===== src/hw/rtl/ktc_pkg.sv =====
`default_nettype none
package ktc_pkg;

    // timer modes, one-hot
    typedef enum logic [5:0] {
        MODE_IDLE   = 6'b000001,
        MODE_SET    = 6'b000010,
        MODE_DOWN   = 6'b000100,
        MODE_UP     = 6'b001000,
        MODE_PAUSED = 6'b010000,
        MODE_ALARM  = 6'b100000
    } t_mode;

    // mode codes as seen on the result port
    localparam logic [2:0] CODE_IDLE   = 3'd0;
    localparam logic [2:0] CODE_SET    = 3'd1;
    localparam logic [2:0] CODE_DOWN   = 3'd2;
    localparam logic [2:0] CODE_UP     = 3'd3;
    localparam logic [2:0] CODE_PAUSED = 3'd4;
    localparam logic [2:0] CODE_ALARM  = 3'd5;

    localparam int TIME_W = 13;
    localparam int SUB_W  = 16;

    localparam logic [TIME_W-1:0] SET_LIMIT    = 13'd5939;
    localparam logic [TIME_W-1:0] UP_LIMIT     = 13'd5999;
    localparam logic [TIME_W-1:0] SECS_PER_MIN = 13'd60;
    localparam logic [SUB_W-1:0]  TPS_RESET    = 16'd1000;

    // divide by 60: ceil(2^20 / 60), exact for every 13-bit value
    localparam logic [14:0] DIV60_RECIP = 15'd17477;
    localparam int          DIV60_SHIFT = 20;

    // register byte addresses
    localparam logic [1:0] ADDR_TPS = 2'd0;

    // state handed from the step stage to the format stage
    typedef struct packed {
        logic [TIME_W-1:0] shown;
        t_mode             mode;
    } t_view;

    function automatic logic [2:0] mode_code(input t_mode m);
        logic [2:0] c;
        case (m)
            MODE_IDLE:   c = CODE_IDLE;
            MODE_SET:    c = CODE_SET;
            MODE_DOWN:   c = CODE_DOWN;
            MODE_UP:     c = CODE_UP;
            MODE_PAUSED: c = CODE_PAUSED;
            MODE_ALARM:  c = CODE_ALARM;
            default:     c = CODE_IDLE;
        endcase
        return c;
    endfunction

endpackage
`default_nettype wire


===== src/hw/rtl/kitchen_timer_controller_top.sv =====
// kitchen countdown / count-up timer controller
//
// input channel (i_valid / o_stall): one request per time tick, carrying the
// sampled levels of the minute and start/stop buttons
// output channel (o_valid / i_stall): one result per request with the shown
// minutes and seconds, the mode code and the buzzer flag
// config: apb-style port, ticks_per_second at byte address 0 (low 16 bits)
//
// three register stages: input register, timer state (step logic) and
// output register (divide by 60 through a reciprocal multiply)
// a request moves through the input register, the timer state and the output register in turn
// throughput is one request per cycle while i_stall is low; the state update
// loop stays within the timer state, so back-to-back ticks need no bubbles
//
// each stage moves on when the stage after it is empty or moving, so
// requests keep being taken while a result waits as long as a stage is free;
// o_stall rises only when all three stages hold data and i_stall is high
//
// reset (synchronous, i_rst_n low) empties the pipe, puts the timer in idle
// with zero time and sets ticks_per_second back to 1000
`default_nettype none
module kitchen_timer_controller_top (
    input  wire logic        i_clk,
    input  wire logic        i_rst_n,

    // tick requests
    input  wire logic        i_valid,
    output logic             o_stall,
    input  wire logic        i_minute_button,
    input  wire logic        i_start_button,

    // results
    output logic             o_valid,
    input  wire logic        i_stall,
    output logic [6:0]       o_minutes_shown,
    output logic [5:0]       o_seconds_shown,
    output logic [2:0]       o_mode,
    output logic             o_buzzer_on,

    // configuration
    input  wire logic        psel,
    input  wire logic        penable,
    input  wire logic        pwrite,
    input  wire logic [1:0]  paddr,
    input  wire logic [31:0] pwdata,
    output logic [31:0]      prdata,
    output logic             pready
);

    // stage valids
    logic r_v1;     // input register
    logic r_v2;     // timer state holds a finished step
    logic r_v3;     // output register

    // stage enables, back to front
    logic en1;
    logic en2;
    logic en3;

    logic r_min_in;
    logic r_start_in;

    logic [ktc_pkg::SUB_W-1:0] r_tps;

    ktc_pkg::t_view view;

    assign en3 = !r_v3 || !i_stall;
    assign en2 = !r_v2 || en3;
    assign en1 = !r_v1 || en2;

    assign o_stall = !en1;
    assign o_valid = r_v3;

    always_ff @(posedge i_clk) begin
        if (!i_rst_n) begin
            r_v1 <= 1'b0;
            r_v2 <= 1'b0;
            r_v3 <= 1'b0;
        end else begin
            if (en1) r_v1 <= i_valid;
            if (en2) r_v2 <= r_v1;
            if (en3) r_v3 <= r_v2;
        end
    end

    // button levels of the taken request
    always_ff @(posedge i_clk) begin
        if (en1 && i_valid) begin
            r_min_in   <= i_minute_button;
            r_start_in <= i_start_button;
        end
    end

    // config register, written on the access phase
    always_ff @(posedge i_clk) begin
        if (!i_rst_n) begin
            r_tps <= ktc_pkg::TPS_RESET;
        end else if (psel && penable && pwrite && pready && paddr == ktc_pkg::ADDR_TPS) begin
            r_tps <= pwdata[ktc_pkg::SUB_W-1:0];
        end
    end

    assign pready = 1'b1;
    assign prdata = (paddr == ktc_pkg::ADDR_TPS) ? {16'b0, r_tps} : 32'b0;

    // timer state advances once per request leaving the input register
    ktc_step u_step (
        .i_clk    (i_clk),
        .i_rst_n  (i_rst_n),
        .i_fire   (r_v1 && en2),
        .i_minute (r_min_in),
        .i_start  (r_start_in),
        .i_tps    (r_tps),
        .o_view   (view)
    );

    // minutes / seconds split and output register
    ktc_fmt u_fmt (
        .i_clk     (i_clk),
        .i_load    (r_v2 && en3),
        .i_view    (view),
        .o_minutes (o_minutes_shown),
        .o_seconds (o_seconds_shown),
        .o_mode    (o_mode),
        .o_buzzer  (o_buzzer_on)
    );

    // stall only with a full pipe behind a stalled result
    a_stall_full: assert property (@(posedge i_clk) disable iff (!i_rst_n)
        o_stall |-> (r_v1 && r_v2 && r_v3 && i_stall))
        else $error("stall raised with a free stage");

    // buzzer follows the alarm code
    a_buzzer: assert property (@(posedge i_clk) disable iff (!i_rst_n)
        o_valid |-> (o_buzzer_on == (o_mode == ktc_pkg::CODE_ALARM)))
        else $error("buzzer does not match mode");

    // seconds field stays a valid remainder
    a_seconds: assert property (@(posedge i_clk) disable iff (!i_rst_n)
        o_valid |-> (o_seconds_shown < 6'd60))
        else $error("seconds out of range");

    // alarm always shows zero time
    a_alarm_zero: assert property (@(posedge i_clk) disable iff (!i_rst_n)
        (o_valid && o_mode == ktc_pkg::CODE_ALARM) |->
            (o_minutes_shown == 7'd0 && o_seconds_shown == 6'd0))
        else $error("alarm with nonzero time");

endmodule
`default_nettype wire


===== src/hw/rtl/ktc_step.sv =====
`default_nettype none
module ktc_step (
    input  wire logic                       i_clk,
    input  wire logic                       i_rst_n,
    input  wire logic                       i_fire,
    input  wire logic                       i_minute,
    input  wire logic                       i_start,
    input  wire logic [ktc_pkg::SUB_W-1:0]  i_tps,
    output ktc_pkg::t_view                  o_view
);

    ktc_pkg::t_mode                r_mode,  n_mode;
    logic [ktc_pkg::TIME_W-1:0]    r_set,   n_set;
    logic [ktc_pkg::TIME_W-1:0]    r_shown, n_shown;
    logic [ktc_pkg::SUB_W-1:0]     r_sub,   n_sub;
    logic                          r_mprev, n_mprev;
    logic                          r_sprev, n_sprev;

    logic                          editable;
    logic                          push_min;
    logic                          push_start;
    logic                          clear;
    logic [ktc_pkg::SUB_W:0]       sub_next;
    logic                          sec;
    logic [ktc_pkg::SUB_W-1:0]     tick_sub;
    logic [ktc_pkg::TIME_W-1:0]    shown_dec;
    logic [ktc_pkg::TIME_W-1:0]    shown_inc;

    // sub-second phase and second strobe
    assign sub_next = {1'b0, r_sub} + {{ktc_pkg::SUB_W{1'b0}}, 1'b1};
    assign sec      = sub_next >= {1'b0, i_tps};
    assign tick_sub = sec ? '0 : sub_next[ktc_pkg::SUB_W-1:0];

    assign shown_dec = (sec && r_shown != '0) ? r_shown - 1'b1 : r_shown;
    assign shown_inc = (sec && r_shown < ktc_pkg::UP_LIMIT) ? r_shown + 1'b1 : r_shown;

    always_comb begin
        n_mode   = r_mode;
        n_set    = r_set;
        n_shown  = r_shown;
        n_sub    = r_sub;
        n_mprev  = i_minute;
        n_sprev  = i_start;
        clear    = 1'b0;

        editable   = r_mode inside {ktc_pkg::MODE_IDLE, ktc_pkg::MODE_SET,
                                    ktc_pkg::MODE_PAUSED};
        push_min   = editable && i_minute && !r_mprev;
        push_start = i_start && !r_sprev;

        if (push_min) begin
            n_set = (r_set > ktc_pkg::SET_LIMIT) ? '0 : r_shown + ktc_pkg::SECS_PER_MIN;
        end
        if (push_start && editable) begin
            n_sub = '0;
        end

        if (i_minute && i_start) begin
            clear = 1'b1;
        end else begin
            case (r_mode)
                ktc_pkg::MODE_SET: begin
                    n_shown = n_set;
                    if (!push_min && push_start) n_mode = ktc_pkg::MODE_DOWN;
                end
                ktc_pkg::MODE_DOWN: begin
                    n_sub   = tick_sub;
                    n_shown = shown_dec;
                    if (push_start) begin
                        n_mode = ktc_pkg::MODE_SET;
                        n_set  = shown_dec;
                    end else if (shown_dec == '0) begin
                        n_mode = ktc_pkg::MODE_ALARM;
                    end
                end
                ktc_pkg::MODE_UP: begin
                    n_sub   = tick_sub;
                    n_shown = shown_inc;
                    if (push_start) begin
                        n_mode = ktc_pkg::MODE_PAUSED;
                        n_set  = shown_inc;
                    end
                end
                ktc_pkg::MODE_PAUSED: begin
                    n_shown = n_set;
                    if (push_min)        n_mode = ktc_pkg::MODE_SET;
                    else if (push_start) n_mode = ktc_pkg::MODE_UP;
                end
                ktc_pkg::MODE_ALARM: begin
                    n_shown = '0;
                    if (push_start) clear = 1'b1;
                end
                ktc_pkg::MODE_IDLE: begin
                    if (push_min)        n_mode = ktc_pkg::MODE_SET;
                    else if (push_start) n_mode = ktc_pkg::MODE_UP;
                end
                default: begin
                end
            endcase
        end

        // both buttons held, or start in alarm
        if (clear) begin
            n_mode  = ktc_pkg::MODE_IDLE;
            n_set   = '0;
            n_shown = '0;
            n_sub   = '0;
            n_mprev = 1'b0;
            n_sprev = 1'b0;
        end
    end

    always_ff @(posedge i_clk) begin
        if (!i_rst_n) begin
            r_mode  <= ktc_pkg::MODE_IDLE;
            r_set   <= '0;
            r_shown <= '0;
            r_sub   <= '0;
            r_mprev <= 1'b0;
            r_sprev <= 1'b0;
        end else if (i_fire) begin
            r_mode  <= n_mode;
            r_set   <= n_set;
            r_shown <= n_shown;
            r_sub   <= n_sub;
            r_mprev <= n_mprev;
            r_sprev <= n_sprev;
        end
    end

    assign o_view.shown = r_shown;
    assign o_view.mode  = r_mode;

endmodule
`default_nettype wire


===== src/hw/rtl/ktc_fmt.sv =====
`default_nettype none
module ktc_fmt (
    input  wire logic           i_clk,
    input  wire logic           i_load,
    input  wire ktc_pkg::t_view i_view,
    output logic [6:0]          o_minutes,
    output logic [5:0]          o_seconds,
    output logic [2:0]          o_mode,
    output logic                o_buzzer
);

    logic [27:0]                   prod;
    logic [7:0]                    quot;
    logic [13:0]                   quot60;
    logic [ktc_pkg::TIME_W-1:0]    rem;

    logic [6:0] r_minutes;
    logic [5:0] r_seconds;
    logic [2:0] r_mode;
    logic       r_buzzer;

    // reciprocal multiply, then remainder by 64q - 4q
    assign prod   = 28'(i_view.shown) * 28'(ktc_pkg::DIV60_RECIP);
    assign quot   = prod[ktc_pkg::DIV60_SHIFT +: 8];
    assign quot60 = {quot, 6'b0} - {4'b0, quot, 2'b0};
    assign rem    = i_view.shown - quot60[ktc_pkg::TIME_W-1:0];

    always_ff @(posedge i_clk) begin
        if (i_load) begin
            r_minutes <= quot[6:0];
            r_seconds <= rem[5:0];
            r_mode    <= ktc_pkg::mode_code(i_view.mode);
            r_buzzer  <= (i_view.mode == ktc_pkg::MODE_ALARM);
        end
    end

    assign o_minutes = r_minutes;
    assign o_seconds = r_seconds;
    assign o_mode    = r_mode;
    assign o_buzzer  = r_buzzer;

endmodule
`default_nettype wire


===== config.mk =====
export PLATFORM = sky130hd
export DESIGN_NAME = kitchen_timer_controller_top
export DESIGN_NICKNAME = d
export VERILOG_FILES = /design/src/hw/rtl/ktc_pkg.sv /design/src/hw/rtl/kitchen_timer_controller_top.sv /design/src/hw/rtl/ktc_step.sv /design/src/hw/rtl/ktc_fmt.sv
export SDC_FILE = /design/constraint.sdc
export NUM_CORES = 1
export LEC_CHECK = 0
export BUFFER_PORTS_ARGS = -buffer_cell sky130_fd_sc_hd__buf_2
export CORE_MARGIN = 4
export CORE_UTILIZATION = 55
export CTS_CLUSTER_SIZE = 8
export DETAILED_ROUTE_END_ITERATION = 10
export PLACE_DENSITY = 0.76
export SLEW_MARGIN = 30
export SYNTH_ARGS = -nofsm -noshare
export SYNTH_HDL_FRONTEND = slang
export SYNTH_SLANG_ARGS = --single-unit

===== constraint.sdc =====
create_clock -name i_clk -period 6.93 [get_ports i_clk]
set_input_delay 1.386 -clock i_clk [delete_from_list [all_inputs] [get_ports i_clk]]
set_output_delay 1.386 -clock i_clk [all_outputs]
set_load 0.01 [all_outputs]

---- Yosys cells after proc, flatten, opt, wreduce, memory -nomap -nowiden ----
Cells that the tools add are included.
storage, ports and cells
  memories ................................ 0
  ROM bits ................................ 0
  latch bits .............................. 0
  bits in writable memories ............... 0
  register bits after elaboration ......... 88
  logic and storage cells ................. 106
cells by class
  multiply operators ...................... 1
  shift operators ......................... 0
  multiplexer cells ....................... 33
  bitwise gates (word level) .............. 0
  reduce and logical (&&, ||, !) cells .... 36
  div/mod/pow operators ................... 0
  equal/unequal tests ..................... 11
  add/subtract/negate cells ............... 6
  magnitude comparators ................... 3
operators by type and width
  cell                                                 count
  two-way mux 13 bit                                   10
  two-way mux 16 bit                                   6
  one-hot mux 13 bit (4 select lines)                  1
  two-way mux 6 bit                                    8
  multiplier 13 x 15 -> 27 bit, second input constant  1
  one-hot mux 13 bit (2 select lines)                  1
  one-hot mux 6 bit (4 select lines)                   1
  adder 16 x 1 -> 17 bit, second input constant        1
  >= comparator 17 x 16 -> 1 bit                       1
  one-hot mux 3 bit (5 select lines)                   1
  logical AND 1 bit                                    14
  adder 13 x 1 -> 13 bit, second input constant        1
  adder 13 x 6 -> 13 bit, second input constant        1
  > comparator 13 bit, second input constant           1
  zero test 13 bit                                     1
  < comparator 13 bit, second input constant           1
  nonzero test 13 bit                                  1
  subtractor 13 x 1 -> 13 bit, second input constant   1
  nonzero test 5 bit                                   2
  zero test 1 bit                                      8
  AND reduction 7 bit                                  1
  equality test 6 x 1 -> 1 bit, second input constant  1
  equality test 6 x 2 -> 1 bit, second input constant  1
  equality test 6 x 3 -> 1 bit, second input constant  1
  other kinds (15)                                     24

---- Logic depth before layout (Yosys ltp) ----
Gate-level depths: netlist of the first run.
  word-level depth ........................ 10
  depth in mapped cells ................... 22
  mapped depth without buffers ............ 22

---- Hierarchy ----
From an unflattened synthesis of the first run, not the netlist that was laid out.
unflattened totals
  cells, all modules ...................... 999
  area total of the unflattened synthesis .. 8,318.0 sq um
modules (own cells, without submodules)
  module                        times used  seq. area each (sq um)  area each (sq um)  cells each
  ktc_step                      1           1,001.0                 4,864.7            671
  ktc_fmt                       1           510.5                   2,332.2            205
  kitchen_timer_controller_top  1           440.4                   1,121.1            123

---- Least setup slack after synthesis of the first run ----
OpenSTA, ideal clock, no wires.
  path kind ............................... register to register
  start ................................... register u_step.r_shown[11] in the netlist's numbering
  end ..................................... register u_fmt.r_seconds[5], in the netlist u_fmt.o_seconds[5], data pin
  slack ................................... 2.019 ns
  setup time .............................. 0.261 ns
  clock period less this slack ............ 4.911 ns
  arrival ................................. 4.650 ns
  cell stages (with the launch flop) ...... 19
  required time ........................... 6.669 ns
  buffers on the path ..................... 1
  path through ............................ dfxtp_1 -> clkbuf_1 -> inv_1 -> fa_1 -> fa_1 -> fa_1 -> inv_1 -> ha_1 -> ha_1 -> a211oi_1 -> nand2_1 -> a2111oi_0 -> o21ai_0 -> xor2_1 -> ha_1 -> a21o_1 -> a21oi_1 -> xnor2_1 -> xnor2_1
on the way
  longest elaborated chain between the ends .. 3
RTL lines
  element                       RTL line         text
  start: declaration            ktc_step.sv:14   logic [ktc_pkg::TIME_W-1:0] r_shown, n_shown;
  start signal: assignment      ktc_step.sv:124  r_shown <= n_shown;
  multiplier 13 x 15 -> 27 bit  ktc_fmt.sv:23    assign prod = 28'(i_view.shown) * 28'(ktc_pkg::DIV60_RECIP);
  net u_fmt.prod[21]            ktc_fmt.sv:12    logic [27:0] prod;
  subtractor 1 x 6 -> 6 bit     ktc_fmt.sv:25    assign quot60 = {quot, 6'b0} - {4'b0, quot, 2'b0};
  subtractor 6 bit              ktc_fmt.sv:26    assign rem = i_view.shown - quot60[ktc_pkg::TIME_W-1:0];
  net u_fmt.rem (one bit)       ktc_fmt.sv:15    logic [ktc_pkg::TIME_W-1:0] rem;
  end signal: assignment        ktc_fmt.sv:31    r_seconds <= rem[5:0];
  end: declaration              ktc_fmt.sv:18    logic [5:0] r_seconds;
The timed path passes the listed nets, and every way through them passes these cells.
A chain may end at the register's enable or synchronous reset.

---- Final worst setup path of the first run ----
  start ................................... register u_step.r_shown[5] in the netlist's numbering
  end ..................................... register u_fmt.r_seconds[5], in the netlist u_fmt.o_seconds[5], data pin
The elaborated chain is that of the path after synthesis.

==> impl_metrics.xml, run 1 <==
<?xml version="1.0" encoding="UTF-8"?>
<metrics>
  <group name="power_and_ir_drop">
    <metric name="power.share.sequential" unit="">0.445</metric>
    <metric name="power.clock.fraction" unit="">0.442</metric>
    <metric name="switching_share" unit="">0.263</metric>
    <metric name="power.switching" unit="mW">0.322</metric>
    <metric name="totalPowerFinal" unit="mW">1.22</metric>
    <metric name="p_int" unit="mW">0.903</metric>
    <metric name="vdd.ir_drop.worst" unit="V">0.000116</metric>
    <metric name="p_leak" unit="nW">3.76</metric>
    <metric name="power.combinational.fraction" unit="">0.113</metric>
    <metric name="power_density" unit="nW/um^2">148</metric>
  </group>
  <group name="critical_path">
    <metric name="cp_cell_sequence" unit="">clkinv_1, fa_1, fa_1, fa_1, inv_1, ha_1, a21o_1, a21o_1, a2111oi_0, o21ai_0, xor2_1, ha_1, a21o_1, a21oi_1, xnor2_1, xnor2_1</metric>
    <metric name="arrival" unit="ns">5.93</metric>
    <metric name="critical_path.top_delay_family" unit="">adder cells</metric>
    <metric name="worstPathBufferInverterCount" unit="">2</metric>
    <metric name="critical_path_required" unit="ns">7.03</metric>
    <metric name="path_class" unit="">reg2reg</metric>
    <metric name="cp_launch_type" unit="">flop</metric>
    <metric name="timing.rr.start" unit="">u_step.r_shown[5]</metric>
    <metric name="critical_path.slowest_cell" unit="">sky130_fd_sc_hd__dfxtp_1</metric>
    <metric name="end_of_the_worst_register_to_register_path" unit="">u_fmt.o_seconds[5]</metric>
    <metric name="critPathCaptureType" unit="">flop</metric>
    <metric name="crit_path_max_fanout" unit="">10</metric>
    <metric name="worst-r2r-setup-slack" unit="ns">1.10</metric>
    <metric name="number_of_cells_on_the_worst_reg_to_reg_path" unit="">16</metric>
    <metric name="cp_slowest_stage_delay" unit="ns">0.65</metric>
  </group>
  <group name="cells_and_area">
    <metric name="layout-area-overhead-vs-synth" unit="%">9.10</metric>
    <metric name="nets" unit="">1103</metric>
    <metric name="antenna_cells" unit="">0</metric>
    <metric name="fill_cells" unit="">1204</metric>
    <metric name="final_layout_size_suffix_gt1_frac" unit="">0.105</metric>
  </group>
  <group name="synthesis">
    <metric name="synthesis.instances" unit="">921</metric>
    <metric name="netlist_top_cells_area" unit="">sky130_fd_sc_hd__dfxtp_1, sky130_fd_sc_hd__ha_1, sky130_fd_sc_hd__edfxtp_1</metric>
    <metric name="ys_dominant_reg_cell" unit="">sky130_fd_sc_hd__dfxtp_1</metric>
    <metric name="synth.yosys.warnings" unit="">0</metric>
    <metric name="register_area_share_after_synthesis" unit="">0.258</metric>
    <metric name="synth_edf_count" unit="">19</metric>
    <metric name="postSynthAreaPerCell" unit="um^2">8.23</metric>
    <metric name="netlist.top_cell.by_area" unit="">sky130_fd_sc_hd__dfxtp_1</metric>
    <metric name="mappedNetlistArea" unit="um^2">7580</metric>
    <metric name="synthDominantCellAreaShare" unit="">0.182</metric>
    <metric name="asyncSetResetFlopFracSynth" unit="">0</metric>
    <metric name="synthDistinctLibCells" unit="">74</metric>
    <metric name="ys_seq_elements" unit="">88</metric>
  </group>
  <group name="timing">
    <metric name="timing.slew.headroom" unit="">0.418</metric>
    <metric name="final-max-slew-violation-count" unit="">0</metric>
    <metric name="finalSetupTns" unit="ns">0</metric>
    <metric name="finalCritPeriodShare" unit="">0.841</metric>
    <metric name="finalSetupViolations" unit="">0</metric>
    <metric name="rsz0062_at_grt" unit="">no</metric>
    <metric name="hold_viol_final" unit="">0</metric>
    <metric name="max_freq" unit="MHz">172</metric>
    <metric name="fin_crit" unit="ns">5.83</metric>
    <metric name="clock-skew-final" unit="ns">0.00815</metric>
    <metric name="worst_slew_pin_tran" unit="ns">0.873</metric>
  </group>
  <group name="global_routing">
    <metric name="grt_start_max_net_pins" unit="">54</metric>
    <metric name="globalRoute.totalOverflow" unit="">0</metric>
    <metric name="grt_util_all_layers" unit="">0.241</metric>
    <metric name="grt_pass1_wl" unit="mm">31.5</metric>
    <metric name="antenna_found_initial" unit="">0</metric>
    <metric name="via_count_of_the_first_global_routing_pass" unit="">6354</metric>
  </group>
  <group name="clocking">
    <metric name="numCtsBuffers" unit="">9</metric>
    <metric name="cts_setup_buffers" unit="">0</metric>
    <metric name="postCtsResizedCells" unit="">0</metric>
    <metric name="clock_tree.htree_level_count" unit="">3</metric>
    <metric name="clk_root_buffer_cell" unit="">sky130_fd_sc_hd__clkbuf_16</metric>
    <metric name="clock_insertion_delay_worst_skew" unit="ns">0.36</metric>
    <metric name="clk_transition_reported_paths" unit="ns">0.07</metric>
    <metric name="tritoncts_num_sinks" unit="">88</metric>
    <metric name="maximum_number_of_buffers_from_clock_root_to_sink" unit="">2</metric>
    <metric name="holdBufCountCts" unit="">0</metric>
    <metric name="cts_tree" unit="">yes</metric>
  </group>
  <group name="routing">
    <metric name="drtIter0Drc" unit="">668</metric>
    <metric name="route.detailed.wl_per_inst" unit="um">17.1</metric>
    <metric name="route.detailed.vias_per_inst" unit="">6.10</metric>
    <metric name="ant_nets" unit="">0</metric>
    <metric name="detailedRoute.firstPassIterationCount" unit="">5</metric>
    <metric name="drc" unit="">0</metric>
    <metric name="route.vias.total" unit="">6913</metric>
    <metric name="drt-total-wl" unit="mm">19.4</metric>
  </group>
  <group name="worst_hold_path">
    <metric name="worst_hold_path.endpoint" unit="">u_step.r_set[1]</metric>
    <metric name="holdPathStages" unit="">2</metric>
    <metric name="hold_path.class" unit="">reg2reg</metric>
    <metric name="hold_start" unit="">u_step.r_set[1]</metric>
  </group>
  <group name="die">
    <metric name="chipWidth" unit="um">125</metric>
    <metric name="fp.dieArea" unit="um^2">15700</metric>
    <metric name="num_io_pins" unit="">95</metric>
    <metric name="initial_utilization" unit="">0.568</metric>
    <metric name="std_cell_rows" unit="">42</metric>
    <metric name="core_region_area" unit="um^2">13300</metric>
    <metric name="die_height" unit="um">125</metric>
  </group>
  <group name="status">
    <metric name="outcome" unit="">completed</metric>
  </group>
  <group name="placed_design">
    <metric name="numPortBuffers" unit="">61</metric>
    <metric name="gpl.final_weighted_congestion" unit="">0.938</metric>
    <metric name="hpwl_dp" unit="mm">14.1</metric>
  </group>
  <group name="job">
    <metric name="maxCapViolCount" unit="">0</metric>
  </group>
</metrics>
==> cell type report <==
class,instances,area (um^2),share of cell area
Sequential cell,88,1950,0.236
Tap cell,176,220,0.0266
Clock inverter,4,57.6,0.00696
Timing Repair Buffer,70,373,0.0451
Clock buffer,12,278,0.0336
Inverter,68,255,0.0309
Multi-Input combinational cell,716,5130,0.621
==> per-stage QoR <==
stage | hold WS (ns) | instances | util | area, um^2 | worst slack, ns
6_report | 0.468 | 1134 | 0.620 | 8270 | 1.10
5_1_grt | 0.498 | 1134 | 0.620 | 8270 | 0.853
4_1_cts | 0.471 | 1134 | 0.620 | 8270 | 1.16
3_5_place_dp | 0.461 | 1118 | 0.594 | 7930 | 1.15
3_3_place_gp | 0.453 | 1118 | 0.594 | 7920 | 1.30
2_1_floorplan | 0.441 | 936 | - | 7640 | 2.02
==> power groups by stage <==
stage	logic (mW)	clock network, mW	registers, mW
floorplan	0.108	0	0.551
global placement	0.132	0	0.556
detailed placement	0.134	0	0.557
CTS	0.135	0.550	0.545
global route	0.150	0.571	0.547
finish	0.138	0.541	0.545
==> cell usage after synthesis, types with 15 or more instances <==
cell / count
sky130_fd_sc_hd__a21boi_0: 20
sky130_fd_sc_hd__a21oi_1: 45
sky130_fd_sc_hd__buf_4: 17
sky130_fd_sc_hd__clkbuf_1: 41
sky130_fd_sc_hd__dfxtp_1: 69
sky130_fd_sc_hd__edfxtp_1: 19
sky130_fd_sc_hd__fa_1: 18
sky130_fd_sc_hd__ha_1: 89
sky130_fd_sc_hd__inv_1: 65
sky130_fd_sc_hd__nand2_1: 100
sky130_fd_sc_hd__nand3_1: 26
sky130_fd_sc_hd__nand4_1: 16
sky130_fd_sc_hd__nor2_1: 46
sky130_fd_sc_hd__nor2b_1: 16
sky130_fd_sc_hd__nor3_1: 36
sky130_fd_sc_hd__o21ai_0: 48
sky130_fd_sc_hd__xnor2_1: 24
sky130_fd_sc_hd__xor2_1: 15
==> cells in the final DEF (no fill, tap or decap), types with 8 or more instances in the layout <==
| master | netlist | final |
|---|---|---|
| sky130_fd_sc_hd__conb_1 | 2 | 17 |
| sky130_fd_sc_hd__xnor2_1 | 24 | 24 |
| sky130_fd_sc_hd__edfxtp_1 | 19 | 19 |
| sky130_fd_sc_hd__buf_2 | 4 | 61 |
| sky130_fd_sc_hd__a21boi_0 | 20 | 19 |
| sky130_fd_sc_hd__xor2_1 | 15 | 15 |
| sky130_fd_sc_hd__clkbuf_16 | 0 | 10 |
| sky130_fd_sc_hd__inv_1 | 65 | 65 |
| sky130_fd_sc_hd__buf_4 | 17 | 9 |
| sky130_fd_sc_hd__nor3_1 | 36 | 36 |
| sky130_fd_sc_hd__a22oi_1 | 13 | 13 |
| sky130_fd_sc_hd__nand3_1 | 26 | 26 |
| sky130_fd_sc_hd__dfxtp_1 | 69 | 69 |
| sky130_fd_sc_hd__ha_1 | 89 | 89 |
| sky130_fd_sc_hd__o21ai_0 | 48 | 48 |
| sky130_fd_sc_hd__nand4_1 | 16 | 16 |
| sky130_fd_sc_hd__nand2_1 | 100 | 100 |
| sky130_fd_sc_hd__nand2b_1 | 9 | 9 |
| sky130_fd_sc_hd__a21o_1 | 10 | 10 |
| sky130_fd_sc_hd__nor2_1 | 46 | 46 |
| sky130_fd_sc_hd__nor2b_1 | 16 | 15 |
| sky130_fd_sc_hd__and2_1 | 11 | 11 |
| sky130_fd_sc_hd__and3_1 | 8 | 8 |
| sky130_fd_sc_hd__o21a_1 | 10 | 10 |
| sky130_fd_sc_hd__a22o_1 | 11 | 11 |
| sky130_fd_sc_hd__o211ai_1 | 14 | 14 |
| sky130_fd_sc_hd__fa_1 | 18 | 18 |
| sky130_fd_sc_hd__a21oi_1 | 45 | 45 |
==> cells by family after synthesis <==
| logic type | share of synthesized area |
|---|---|
| AND/OR/NAND/NOR | 0.200 |
| AO/OA/AOI/OAI | 0.225 |
| buffers and inverters | 0.0744 |
| adder cells (fa/ha/maj) | 0.194 |
| flip-flops | 0.258 |
| XOR/XNOR | 0.0451 |
| other | 0.000991 |
| multiplexers | 0.00264 |
==> metal layers <==
layer | GRT usage | vias to the layer above | share of wire
li1 | - | 3361 | -
met1 | 0.331 | 3213 | 0.45
met2 | 0.379 | 285 | 0.45
met3 | 0.0452 | 54 | 0.076
met4 | 0.0931 | 0 | 0.030
met5 | 0 | - | 0
==> registers in the layout (all words and copies together), names as in the netlist <==
register,cells
r_tps,16
u_step.r_sub,16
u_step.r_set,13
u_step.r_shown,13
u_fmt.o_minutes,7
u_fmt.o_seconds,6
u_step.r_mode,6
u_fmt.o_mode,3
o_valid,1
r_min_in,1
r_start_in,1
r_v1,1
r_v2,1
u_fmt.o_buzzer,1
u_step.r_mprev,1
u_step.r_sprev,1
==> worst min-delay path, stage by stage (launching register included) <==
cell	delay [ns]
sky130_fd_sc_hd__dfxtp_1	0.31
sky130_fd_sc_hd__nand2_1	0.05
sky130_fd_sc_hd__a21boi_0	0.06
==> worst max path at each step <==
stage / start / endpoint / slack (ns) / cells after the start
2_1_floorplan: u_step.r_shown[11] / u_fmt.o_seconds[5] / 2.02 / 18
3_3_place_gp: u_step.r_shown[5] / u_fmt.o_seconds[5] / 1.30 / 16
3_5_place_dp: u_step.r_shown[5] / u_fmt.o_seconds[5] / 1.15 / 16
4_1_cts: u_step.r_shown[5] / u_fmt.o_seconds[5] / 1.16 / 16
5_1_grt: u_step.r_shown[5] / u_fmt.o_seconds[5] / 0.85 / 16
6_report: u_step.r_shown[5] / u_fmt.o_seconds[5] / 1.10 / 16
No activity file was read; power rests on OpenSTA's default activity.
==> inputs of run 2 (changes only) <==
--- a/config.mk
+++ b/config.mk
@@ -5,12 +5,13 @@
 export SDC_FILE = /design/constraint.sdc
 export NUM_CORES = 1
 export LEC_CHECK = 0
+export ABC_AREA = 1
 export BUFFER_PORTS_ARGS = -buffer_cell sky130_fd_sc_hd__buf_2
 export CORE_MARGIN = 4
 export CORE_UTILIZATION = 55
 export CTS_CLUSTER_SIZE = 8
 export DETAILED_ROUTE_END_ITERATION = 10
-export PLACE_DENSITY = 0.76
+export PLACE_DENSITY = 0.79
 export SLEW_MARGIN = 30
 export SYNTH_ARGS = -nofsm -noshare
 export SYNTH_HDL_FRONTEND = slang
==> constraint.sdc (replaced) <==
create_clock -name i_clk -period 4.97 [get_ports i_clk]
set_input_delay 0.994 -clock i_clk [delete_from_list [all_inputs] [get_ports i_clk]]
set_output_delay 0.994 -clock i_clk [all_outputs]
set_load 0.01 [all_outputs]
==> run 2 against run 1 <==
Power up 48%. Maximum frequency up 26%. Core utilization down 1.5 points. Sequential share of layout area down 1.4 points. Via count up 9.6%. Sequential power up 41%. Cell count up 19%. Non-clock buffer count up 8. Clock-buffer cell count down 3. Clock skew about the same. Critical path depth up 2. Critical path type unchanged. Largest power group unchanged. Highest routed layer unchanged.
==> impl_metrics.xml, run 2 <==
<?xml version="1.0" encoding="UTF-8"?>
<metrics>
  <group name="critical_path">
    <metric name="cp_launch_type" unit="">flop</metric>
    <metric name="crit_path_max_fanout" unit="">6</metric>
    <metric name="cp_cell_sequence" unit="">clkinv_1, fa_1, fa_1, fa_1, inv_1, ha_1, a21oi_1, o21ai_0, a21oi_1, nand2_1, nand3_1, nand2_1, xor2_1, ha_1, a21oi_1, nand2_1, xor2_1, xnor2_1</metric>
    <metric name="critical_path.slowest_cell" unit="">sky130_fd_sc_hd__fa_1</metric>
    <metric name="timing.rr.start" unit="">u_step.r_shown[5]</metric>
    <metric name="cp_slowest_stage_delay" unit="ns">0.60</metric>
    <metric name="worst-r2r-setup-slack" unit="ns">0.33</metric>
    <metric name="number_of_cells_on_the_worst_reg_to_reg_path" unit="">18</metric>
    <metric name="end_of_the_worst_register_to_register_path" unit="">u_fmt.o_seconds[5]</metric>
    <metric name="path_class" unit="">reg2reg</metric>
    <metric name="critPathCaptureType" unit="">flop</metric>
    <metric name="critical_path_required" unit="ns">5.07</metric>
    <metric name="timing.critical_path.from" unit="">u_step.r_shown[5]</metric>
    <metric name="arrival" unit="ns">4.74</metric>
  </group>
  <group name="worst_hold_path">
    <metric name="holdPathStages" unit="">2</metric>
    <metric name="hold_path.class" unit="">reg2reg</metric>
    <metric name="hold_start" unit="">u_step.r_set[7]</metric>
    <metric name="worst_hold_path.endpoint" unit="">u_step.r_set[7]</metric>
  </group>
  <group name="global_routing">
    <metric name="globalRoute.totalOverflow" unit="">0</metric>
    <metric name="grt_pass1_wl" unit="mm">34.1</metric>
    <metric name="grt_start_max_net_pins" unit="">48</metric>
    <metric name="antenna_found_initial" unit="">0</metric>
    <metric name="via_count_of_the_first_global_routing_pass" unit="">6994</metric>
    <metric name="grt_util_all_layers" unit="">0.249</metric>
  </group>
  <group name="routing">
    <metric name="route.detailed.vias_per_inst" unit="">5.59</metric>
    <metric name="drtIter0Drc" unit="">696</metric>
    <metric name="route.detailed.wl_per_inst" unit="um">15.1</metric>
    <metric name="route.vias.total" unit="">7578</metric>
    <metric name="drc" unit="">0</metric>
    <metric name="detailedRoute.firstPassIterationCount" unit="">5</metric>
    <metric name="ant_nets" unit="">0</metric>
    <metric name="drt-total-wl" unit="mm">20.5</metric>
  </group>
  <group name="cells_and_area">
    <metric name="final_layout_size_suffix_gt1_frac" unit="">0.146</metric>
    <metric name="nets" unit="">1316</metric>
    <metric name="final_area" unit="um^2">8790</metric>
    <metric name="most-common-layout-cells" unit="">sky130_fd_sc_hd__nand2_1, sky130_fd_sc_hd__inv_1, sky130_fd_sc_hd__nand3_1, sky130_fd_sc_hd__a21oi_1, sky130_fd_sc_hd__ha_1</metric>
    <metric name="antenna_cells" unit="">0</metric>
    <metric name="top_regs" unit="">r_tps x16, u_step.r_sub x16</metric>
    <metric name="layout-area-overhead-vs-synth" unit="%">7.88</metric>
    <metric name="final_common_cell" unit="">sky130_fd_sc_hd__nand2_1</metric>
  </group>
  <group name="synthesis">
    <metric name="netlist.top_cell.by_area" unit="">sky130_fd_sc_hd__dfxtp_1</metric>
    <metric name="asyncSetResetFlopFracSynth" unit="">0</metric>
    <metric name="synth_edf_count" unit="">19</metric>
    <metric name="register_area_share_after_synthesis" unit="">0.240</metric>
    <metric name="synth_most_common_cell" unit="">sky130_fd_sc_hd__nand2_1</metric>
    <metric name="synthesis.instances" unit="">1124</metric>
    <metric name="synth.yosys.warnings" unit="">0</metric>
    <metric name="postSynthAreaPerCell" unit="um^2">7.25</metric>
    <metric name="synthDominantCellAreaShare" unit="">0.170</metric>
    <metric name="mappedNetlistArea" unit="um^2">8140</metric>
    <metric name="synthDistinctLibCells" unit="">56</metric>
    <metric name="synth_top_cells_by_count" unit="">sky130_fd_sc_hd__nand2_1, sky130_fd_sc_hd__inv_1, sky130_fd_sc_hd__nand3_1, sky130_fd_sc_hd__a21oi_1, sky130_fd_sc_hd__ha_1</metric>
    <metric name="ys_seq_elements" unit="">88</metric>
    <metric name="netlist_top_cells_area" unit="">sky130_fd_sc_hd__dfxtp_1, sky130_fd_sc_hd__ha_1, sky130_fd_sc_hd__nand2_1</metric>
    <metric name="ys_dominant_reg_cell" unit="">sky130_fd_sc_hd__dfxtp_1</metric>
  </group>
  <group name="power_and_ir_drop">
    <metric name="p_leak" unit="nW">4.28</metric>
    <metric name="power_density" unit="nW/um^2">207</metric>
    <metric name="vdd.ir_drop.worst" unit="V">0.000164</metric>
  </group>
  <group name="timing">
    <metric name="timing.slew.headroom" unit="">0.336</metric>
    <metric name="final-max-slew-violation-count" unit="">0</metric>
    <metric name="fin_crit" unit="ns">4.64</metric>
    <metric name="hold_viol_final" unit="">0</metric>
    <metric name="finalSetupTns" unit="ns">0</metric>
    <metric name="worst_slack" unit="ns">0.327</metric>
    <metric name="rsz0062_at_grt" unit="">no</metric>
    <metric name="worst_slew_pin_tran" unit="ns">0.991</metric>
    <metric name="finalSetupViolations" unit="">0</metric>
    <metric name="finalCritPeriodShare" unit="">0.934</metric>
    <metric name="clock-skew-final" unit="ns">0.00849</metric>
    <metric name="max_freq" unit="MHz">215</metric>
  </group>
  <group name="placed_design">
    <metric name="gpl.final_weighted_congestion" unit="">0.945</metric>
    <metric name="numPortBuffers" unit="">61</metric>
    <metric name="placedInstanceArea" unit="um^2">8490</metric>
    <metric name="place_ws" unit="ns">0.381</metric>
    <metric name="hpwl_dp" unit="mm">15.8</metric>
  </group>
  <group name="clocking">
    <metric name="tritoncts_num_sinks" unit="">88</metric>
    <metric name="clock_tree.htree_level_count" unit="">3</metric>
    <metric name="cts_tree" unit="">yes</metric>
    <metric name="numCtsBuffers" unit="">9</metric>
    <metric name="clk_root_buffer_cell" unit="">sky130_fd_sc_hd__clkbuf_16</metric>
    <metric name="postCtsResizedCells" unit="">0</metric>
    <metric name="maximum_number_of_buffers_from_clock_root_to_sink" unit="">2</metric>
    <metric name="holdBufCountCts" unit="">0</metric>
    <metric name="cts_setup_buffers" unit="">0</metric>
    <metric name="clk_transition_reported_paths" unit="ns">0.07</metric>
    <metric name="clock_insertion_delay_worst_skew" unit="ns">0.35</metric>
  </group>
  <group name="die">
    <metric name="fp.dieArea" unit="um^2">16800</metric>
    <metric name="core_region_area" unit="um^2">14500</metric>
    <metric name="num_io_pins" unit="">95</metric>
    <metric name="initial_utilization" unit="">0.560</metric>
    <metric name="std_cell_rows" unit="">44</metric>
    <metric name="die_height" unit="um">130</metric>
    <metric name="chipWidth" unit="um">130</metric>
  </group>
  <group name="status">
    <metric name="outcome" unit="">completed</metric>
  </group>
  <group name="job">
    <metric name="maxCapViolCount" unit="">0</metric>
  </group>
</metrics>
## run 2: changes by cell type after synthesis, moves of 18 or more
cell / delta
sky130_fd_sc_hd__o21ai_0: -18
sky130_fd_sc_hd__xor2_1: +24
sky130_fd_sc_hd__nand2_1: +138
sky130_fd_sc_hd__inv_1: +57
sky130_fd_sc_hd__nor3_1: -23
sky130_fd_sc_hd__clkbuf_1: -19
sky130_fd_sc_hd__nor2_1: +32
sky130_fd_sc_hd__a21oi_1: +49
sky130_fd_sc_hd__xnor2_1: -19
sky130_fd_sc_hd__a21boi_0: -20
sky130_fd_sc_hd__nand3_1: +74
## run 2: final cells by class
| type | count | area [um^2] |
|---|---|---|
| Clock buffer | 9 | 225 |
| Sequential cell | 88 | 1950 |
| Multi-Input combinational cell | 848 | 5350 |
| Fill cell | 1332 | 5750 |
| Tap cell | 184 | 230 |
| Inverter | 141 | 531 |
| Clock inverter | 7 | 66.3 |
| Timing Repair Buffer | 78 | 433 |
## run 2: cells by family (layout without fill, tap and decap cells)
group                    Yosys count  after routing  synth area share
flip-flops                        88             88             0.240
XOR/XNOR                          44             44            0.0473
other                              2             17          0.000922
AND/OR/NAND/NOR                  494            494             0.281
AO/OA/AOI/OAI                    186            186             0.138
adder cells (fa/ha/maj)          107            107             0.181
buffers and inverters            203            235             0.112
## run 2: report_power, final
part | total [mW] | internal [mW] | switching, mW
sequential | 0.769 | 0.752 | 0.0175
combinational | 0.369 | 0.108 | 0.261
clock | 0.679 | 0.356 | 0.324
total | 1.82 | 1.22 | 0.602
## run 2: worst max-delay path, delay by kind of cell, from the launching register on
kind / cells / cell delay [ns]
compound gates: 4 / 0.59
xor+xnor: 3 / 0.49
fa+ha+maj: 5 / 2.07
buf+inv: 2 / 0.39
flops: 1 / 0.46
simple gates: 4 / 0.41
## run 2: how the worst max path moves through the flow
stage / cells after the start / to / slack [ns]
4_1_cts: 18 / u_fmt.o_seconds[5] / 0.36
6_report: 18 / u_fmt.o_seconds[5] / 0.33
3_5_place_dp: 18 / u_fmt.o_seconds[5] / 0.38
3_3_place_gp: 18 / u_fmt.o_seconds[5] / 0.44
2_1_floorplan: 20 / u_fmt.o_seconds[5] / 0.61
5_1_grt: 18 / u_fmt.o_seconds[5] / 0.00009
## run 2: stage by stage
step / hold WS (ns) / util / instances / power [mW]
floorplan: 0.445 / - / 1139 / 1.08
global placement: 0.452 / 0.584 / 1339 / 1.14
detailed placement: 0.455 / 0.584 / 1339 / 1.15
CTS: 0.466 / 0.604 / 1355 / 1.83
global route: 0.481 / 0.605 / 1355 / 1.91
finish: 0.464 / 0.605 / 1355 / 1.82
## run 2: metal layers
| metal | vias up | share of wire | GRT usage |
|---|---|---|---|
| li1 | 3770 | - | - |
| met1 | 3467 | 0.45 | 0.351 |
| met2 | 313 | 0.46 | 0.397 |
| met3 | 28 | 0.076 | 0.0453 |
| met4 | 0 | 0.016 | 0.0642 |
| met5 | - | 0 | 0 |
==> inputs of run 3 (changes only) <==
--- a/config.mk
+++ b/config.mk
@@ -5,13 +5,13 @@
 export SDC_FILE = /design/constraint.sdc
 export NUM_CORES = 1
 export LEC_CHECK = 0
-export ABC_AREA = 1
+export ABC_AREA = 0
 export BUFFER_PORTS_ARGS = -buffer_cell sky130_fd_sc_hd__buf_2
 export CORE_MARGIN = 4
-export CORE_UTILIZATION = 55
+export CORE_UTILIZATION = 54
 export CTS_CLUSTER_SIZE = 8
 export DETAILED_ROUTE_END_ITERATION = 10
-export PLACE_DENSITY = 0.79
+export PLACE_DENSITY = 0.78
 export SLEW_MARGIN = 30
 export SYNTH_ARGS = -nofsm -noshare
 export SYNTH_HDL_FRONTEND = slang
==> run 3 against run 2 <==
Core utilization is 0.79 points higher. Sequential cell count stayed put. Critical path type unchanged. Combinational power is 50% lower. Critical path depth is 1 higher. Global-route usage is 0.68 points lower. Clock-buffer cell count stayed put.
==> impl_metrics.xml, run 3 (same netlist as run 1, synthesis figures left out) <==
<?xml version="1.0" encoding="UTF-8"?>
<metrics>
  <group name="routing">
    <metric name="ant_nets" unit="">0</metric>
    <metric name="route.detailed.vias_per_inst" unit="">5.99</metric>
    <metric name="drc" unit="">0</metric>
    <metric name="drtIter0Drc" unit="">635</metric>
    <metric name="detailedRoute.firstPassIterationCount" unit="">5</metric>
    <metric name="route.detailed.wl_per_inst" unit="um">16.8</metric>
    <metric name="route.vias.total" unit="">6967</metric>
    <metric name="drt-total-wl" unit="mm">19.5</metric>
  </group>
  <group name="worst_hold_path">
    <metric name="hold_path.class" unit="">reg2reg</metric>
    <metric name="hold_start" unit="">r_tps[11]</metric>
  </group>
  <group name="clocking">
    <metric name="clock_insertion_delay_worst_skew" unit="ns">0.37</metric>
    <metric name="clk_root_buffer_cell" unit="">sky130_fd_sc_hd__clkbuf_16</metric>
    <metric name="tritoncts_num_sinks" unit="">88</metric>
    <metric name="clock_tree.htree_level_count" unit="">3</metric>
    <metric name="cts_tree" unit="">yes</metric>
    <metric name="maximum_number_of_buffers_from_clock_root_to_sink" unit="">2</metric>
    <metric name="holdBufCountCts" unit="">0</metric>
    <metric name="clk_transition_reported_paths" unit="ns">0.07</metric>
    <metric name="numCtsBuffers" unit="">9</metric>
    <metric name="cts_setup_buffers" unit="">0</metric>
  </group>
  <group name="timing">
    <metric name="finalSetupViolations" unit="">0</metric>
    <metric name="rsz0062_at_grt" unit="">no</metric>
    <metric name="hold_viol_final" unit="">0</metric>
    <metric name="worst_slew_pin_tran" unit="ns">0.876</metric>
    <metric name="finalCritPeriodShare" unit="">0.953</metric>
    <metric name="hold_ws" unit="ns">0.471</metric>
    <metric name="final-max-slew-violation-count" unit="">0</metric>
    <metric name="max_freq" unit="MHz">211</metric>
    <metric name="fin_crit" unit="ns">4.74</metric>
    <metric name="worst_slack" unit="ns">0.233</metric>
    <metric name="clock-skew-final" unit="ns">0.0101</metric>
    <metric name="finalSetupTns" unit="ns">0</metric>
    <metric name="timing.slew.headroom" unit="">0.416</metric>
  </group>
  <group name="power_and_ir_drop">
    <metric name="vdd.ir_drop.worst" unit="V">0.000210</metric>
    <metric name="power_density" unit="nW/um^2">191</metric>
    <metric name="p_leak" unit="nW">3.88</metric>
  </group>
  <group name="die">
    <metric name="core_region_area" unit="um^2">13800</metric>
    <metric name="die_height" unit="um">126</metric>
    <metric name="std_cell_rows" unit="">43</metric>
    <metric name="initial_utilization" unit="">0.548</metric>
    <metric name="chipWidth" unit="um">126</metric>
    <metric name="fp.dieArea" unit="um^2">16000</metric>
    <metric name="num_io_pins" unit="">95</metric>
  </group>
  <group name="global_routing">
    <metric name="grt_pass1_wl" unit="mm">31.9</metric>
    <metric name="globalRoute.totalOverflow" unit="">0</metric>
    <metric name="antenna_found_initial" unit="">0</metric>
    <metric name="grt_start_max_net_pins" unit="">54</metric>
    <metric name="via_count_of_the_first_global_routing_pass" unit="">6392</metric>
    <metric name="grt_util_all_layers" unit="">0.243</metric>
  </group>
  <group name="cells_and_area">
    <metric name="fill_cells" unit="">1228</metric>
    <metric name="multi_input_combinational_cell_area" unit="um^2">5170</metric>
    <metric name="layout-area-overhead-vs-synth" unit="%">11.7</metric>
    <metric name="stdcell_count" unit="">1164</metric>
    <metric name="final_layout_size_suffix_gt1_frac" unit="">0.136</metric>
    <metric name="most-common-layout-cells" unit="">sky130_fd_sc_hd__nand2_1, sky130_fd_sc_hd__ha_1, sky130_fd_sc_hd__dfxtp_1, sky130_fd_sc_hd__inv_1, sky130_fd_sc_hd__buf_2</metric>
    <metric name="top_regs" unit="">r_tps x16, u_step.r_sub x16</metric>
    <metric name="ff_latch_area" unit="um^2">1950</metric>
    <metric name="nets" unit="">1129</metric>
    <metric name="fin_util" unit="">0.612</metric>
    <metric name="final_common_cell" unit="">sky130_fd_sc_hd__nand2_1</metric>
    <metric name="antenna_cells" unit="">0</metric>
  </group>
  <group name="critical_path">
    <metric name="timing.critical_path.from" unit="">u_step.r_shown[10]</metric>
    <metric name="cp_cell_sequence" unit="">buf_6, ha_1, inv_1, fa_1, fa_1, fa_1, inv_1, ha_1, a21o_1, a21o_1, a2111oi_4, buf_4, o21ai_2, xor2_1, ha_1, a21o_1, a21oi_2, xnor2_1, xnor2_1</metric>
    <metric name="path_class" unit="">reg2reg</metric>
    <metric name="cp_slowest_stage_delay" unit="ns">0.52</metric>
    <metric name="crit_path_max_fanout" unit="">13</metric>
    <metric name="arrival" unit="ns">4.84</metric>
    <metric name="timing.rr.start" unit="">u_step.r_shown[10]</metric>
    <metric name="critical_path.slowest_cell" unit="">sky130_fd_sc_hd__fa_1</metric>
    <metric name="critPathCaptureType" unit="">flop</metric>
    <metric name="cp_launch_type" unit="">flop</metric>
    <metric name="critical_path.top_delay_family" unit="">adder cells</metric>
    <metric name="worstPathBufferInverterCount" unit="">4</metric>
    <metric name="critical_path_required" unit="ns">5.08</metric>
  </group>
  <group name="placed_design">
    <metric name="gpl.final_weighted_congestion" unit="">0.959</metric>
    <metric name="numPortBuffers" unit="">61</metric>
    <metric name="post-place-cells" unit="">1148</metric>
    <metric name="place_ws" unit="ns">-0.0133</metric>
    <metric name="hpwl_dp" unit="mm">14.8</metric>
  </group>
  <group name="status">
    <metric name="outcome" unit="">completed</metric>
  </group>
  <group name="job">
    <metric name="maxCapViolCount" unit="">0</metric>
  </group>
</metrics>
## run 3: cell count changes in the layout (fill, tap and decap cells not counted), sizes merged, moves of 16 or more
cell,before,now
nor3,15,38
buf,78,96
inv,146,71
a21boi,0,22
nor2b,0,16
nand3,109,26
nand2,256,100
a21oi,95,45
xnor2,5,24
xor2,39,15
nor2,88,46
## run 3: timing repair
item,in CTS,in global routing
endpoints found under the setup margin,1,3
pin swaps,0,5
resized for setup,3,9
## run 3: final cells by class
| type | count | share of cell area |
|---|---|---|
| Multi-Input combinational cell | 716 | 0.611 |
| Sequential cell | 88 | 0.231 |
| Timing Repair Buffer | 96 | 0.0675 |
| Inverter | 68 | 0.0306 |
| Clock buffer | 9 | 0.0266 |
| Tap cell | 180 | 0.0266 |
| Clock inverter | 7 | 0.00724 |
## run 3: power breakdown
part	internal [mW]	switching (mW)	leakage, nW
logic	0.0638	0.122	3.00
registers	0.743	0.0178	0.736
clock network	0.350	0.321	0.141
## run 3: final timing paths
kind	cells past startpoint	slack [ns]	end
max reg2reg	19	0.23	u_fmt.o_seconds[5]
max	19	0.23	u_fmt.o_seconds[5]
min reg2reg	2	0.47	r_tps[11]
min	2	0.47	r_tps[11]
## run 3: per-layer routing
metal  wire [um]  GRT usage  part of all wire  vias to the layer above
met4         331     0.0612             0.017                        0
met3        1450     0.0514             0.074                       28
met2        8930      0.384              0.46                      286
met1        8790      0.339              0.45                     3244
met5           0          0                 0                        -
li1            -          -                 -                     3409
## run 3: worst register-to-register path, cell delays in order (launching register included)
cell and delay (ns):
sky130_fd_sc_hd__dfxtp_1 0.36, sky130_fd_sc_hd__buf_6 0.18, sky130_fd_sc_hd__ha_1 0.16, sky130_fd_sc_hd__inv_1 0.05, sky130_fd_sc_hd__fa_1 0.47, sky130_fd_sc_hd__fa_1 0.47
sky130_fd_sc_hd__fa_1 0.52, sky130_fd_sc_hd__inv_1 0.04, sky130_fd_sc_hd__ha_1 0.29, sky130_fd_sc_hd__a21o_1 0.16, sky130_fd_sc_hd__a21o_1 0.21, sky130_fd_sc_hd__a2111oi_4 0.27
sky130_fd_sc_hd__buf_4 0.17, sky130_fd_sc_hd__o21ai_2 0.08, sky130_fd_sc_hd__xor2_1 0.23, sky130_fd_sc_hd__ha_1 0.27, sky130_fd_sc_hd__a21o_1 0.17, sky130_fd_sc_hd__a21oi_2 0.14
sky130_fd_sc_hd__xnor2_1 0.15, sky130_fd_sc_hd__xnor2_1 0.09
## run 3: metrics by stage
step	area, um^2	power (mW)
after floorplan	7640	0.918
after detailed placement	8130	0.957
after CTS	8420	1.63
final	8470	1.62
after global placement	8120	0.954
after global routing	8470	1.68
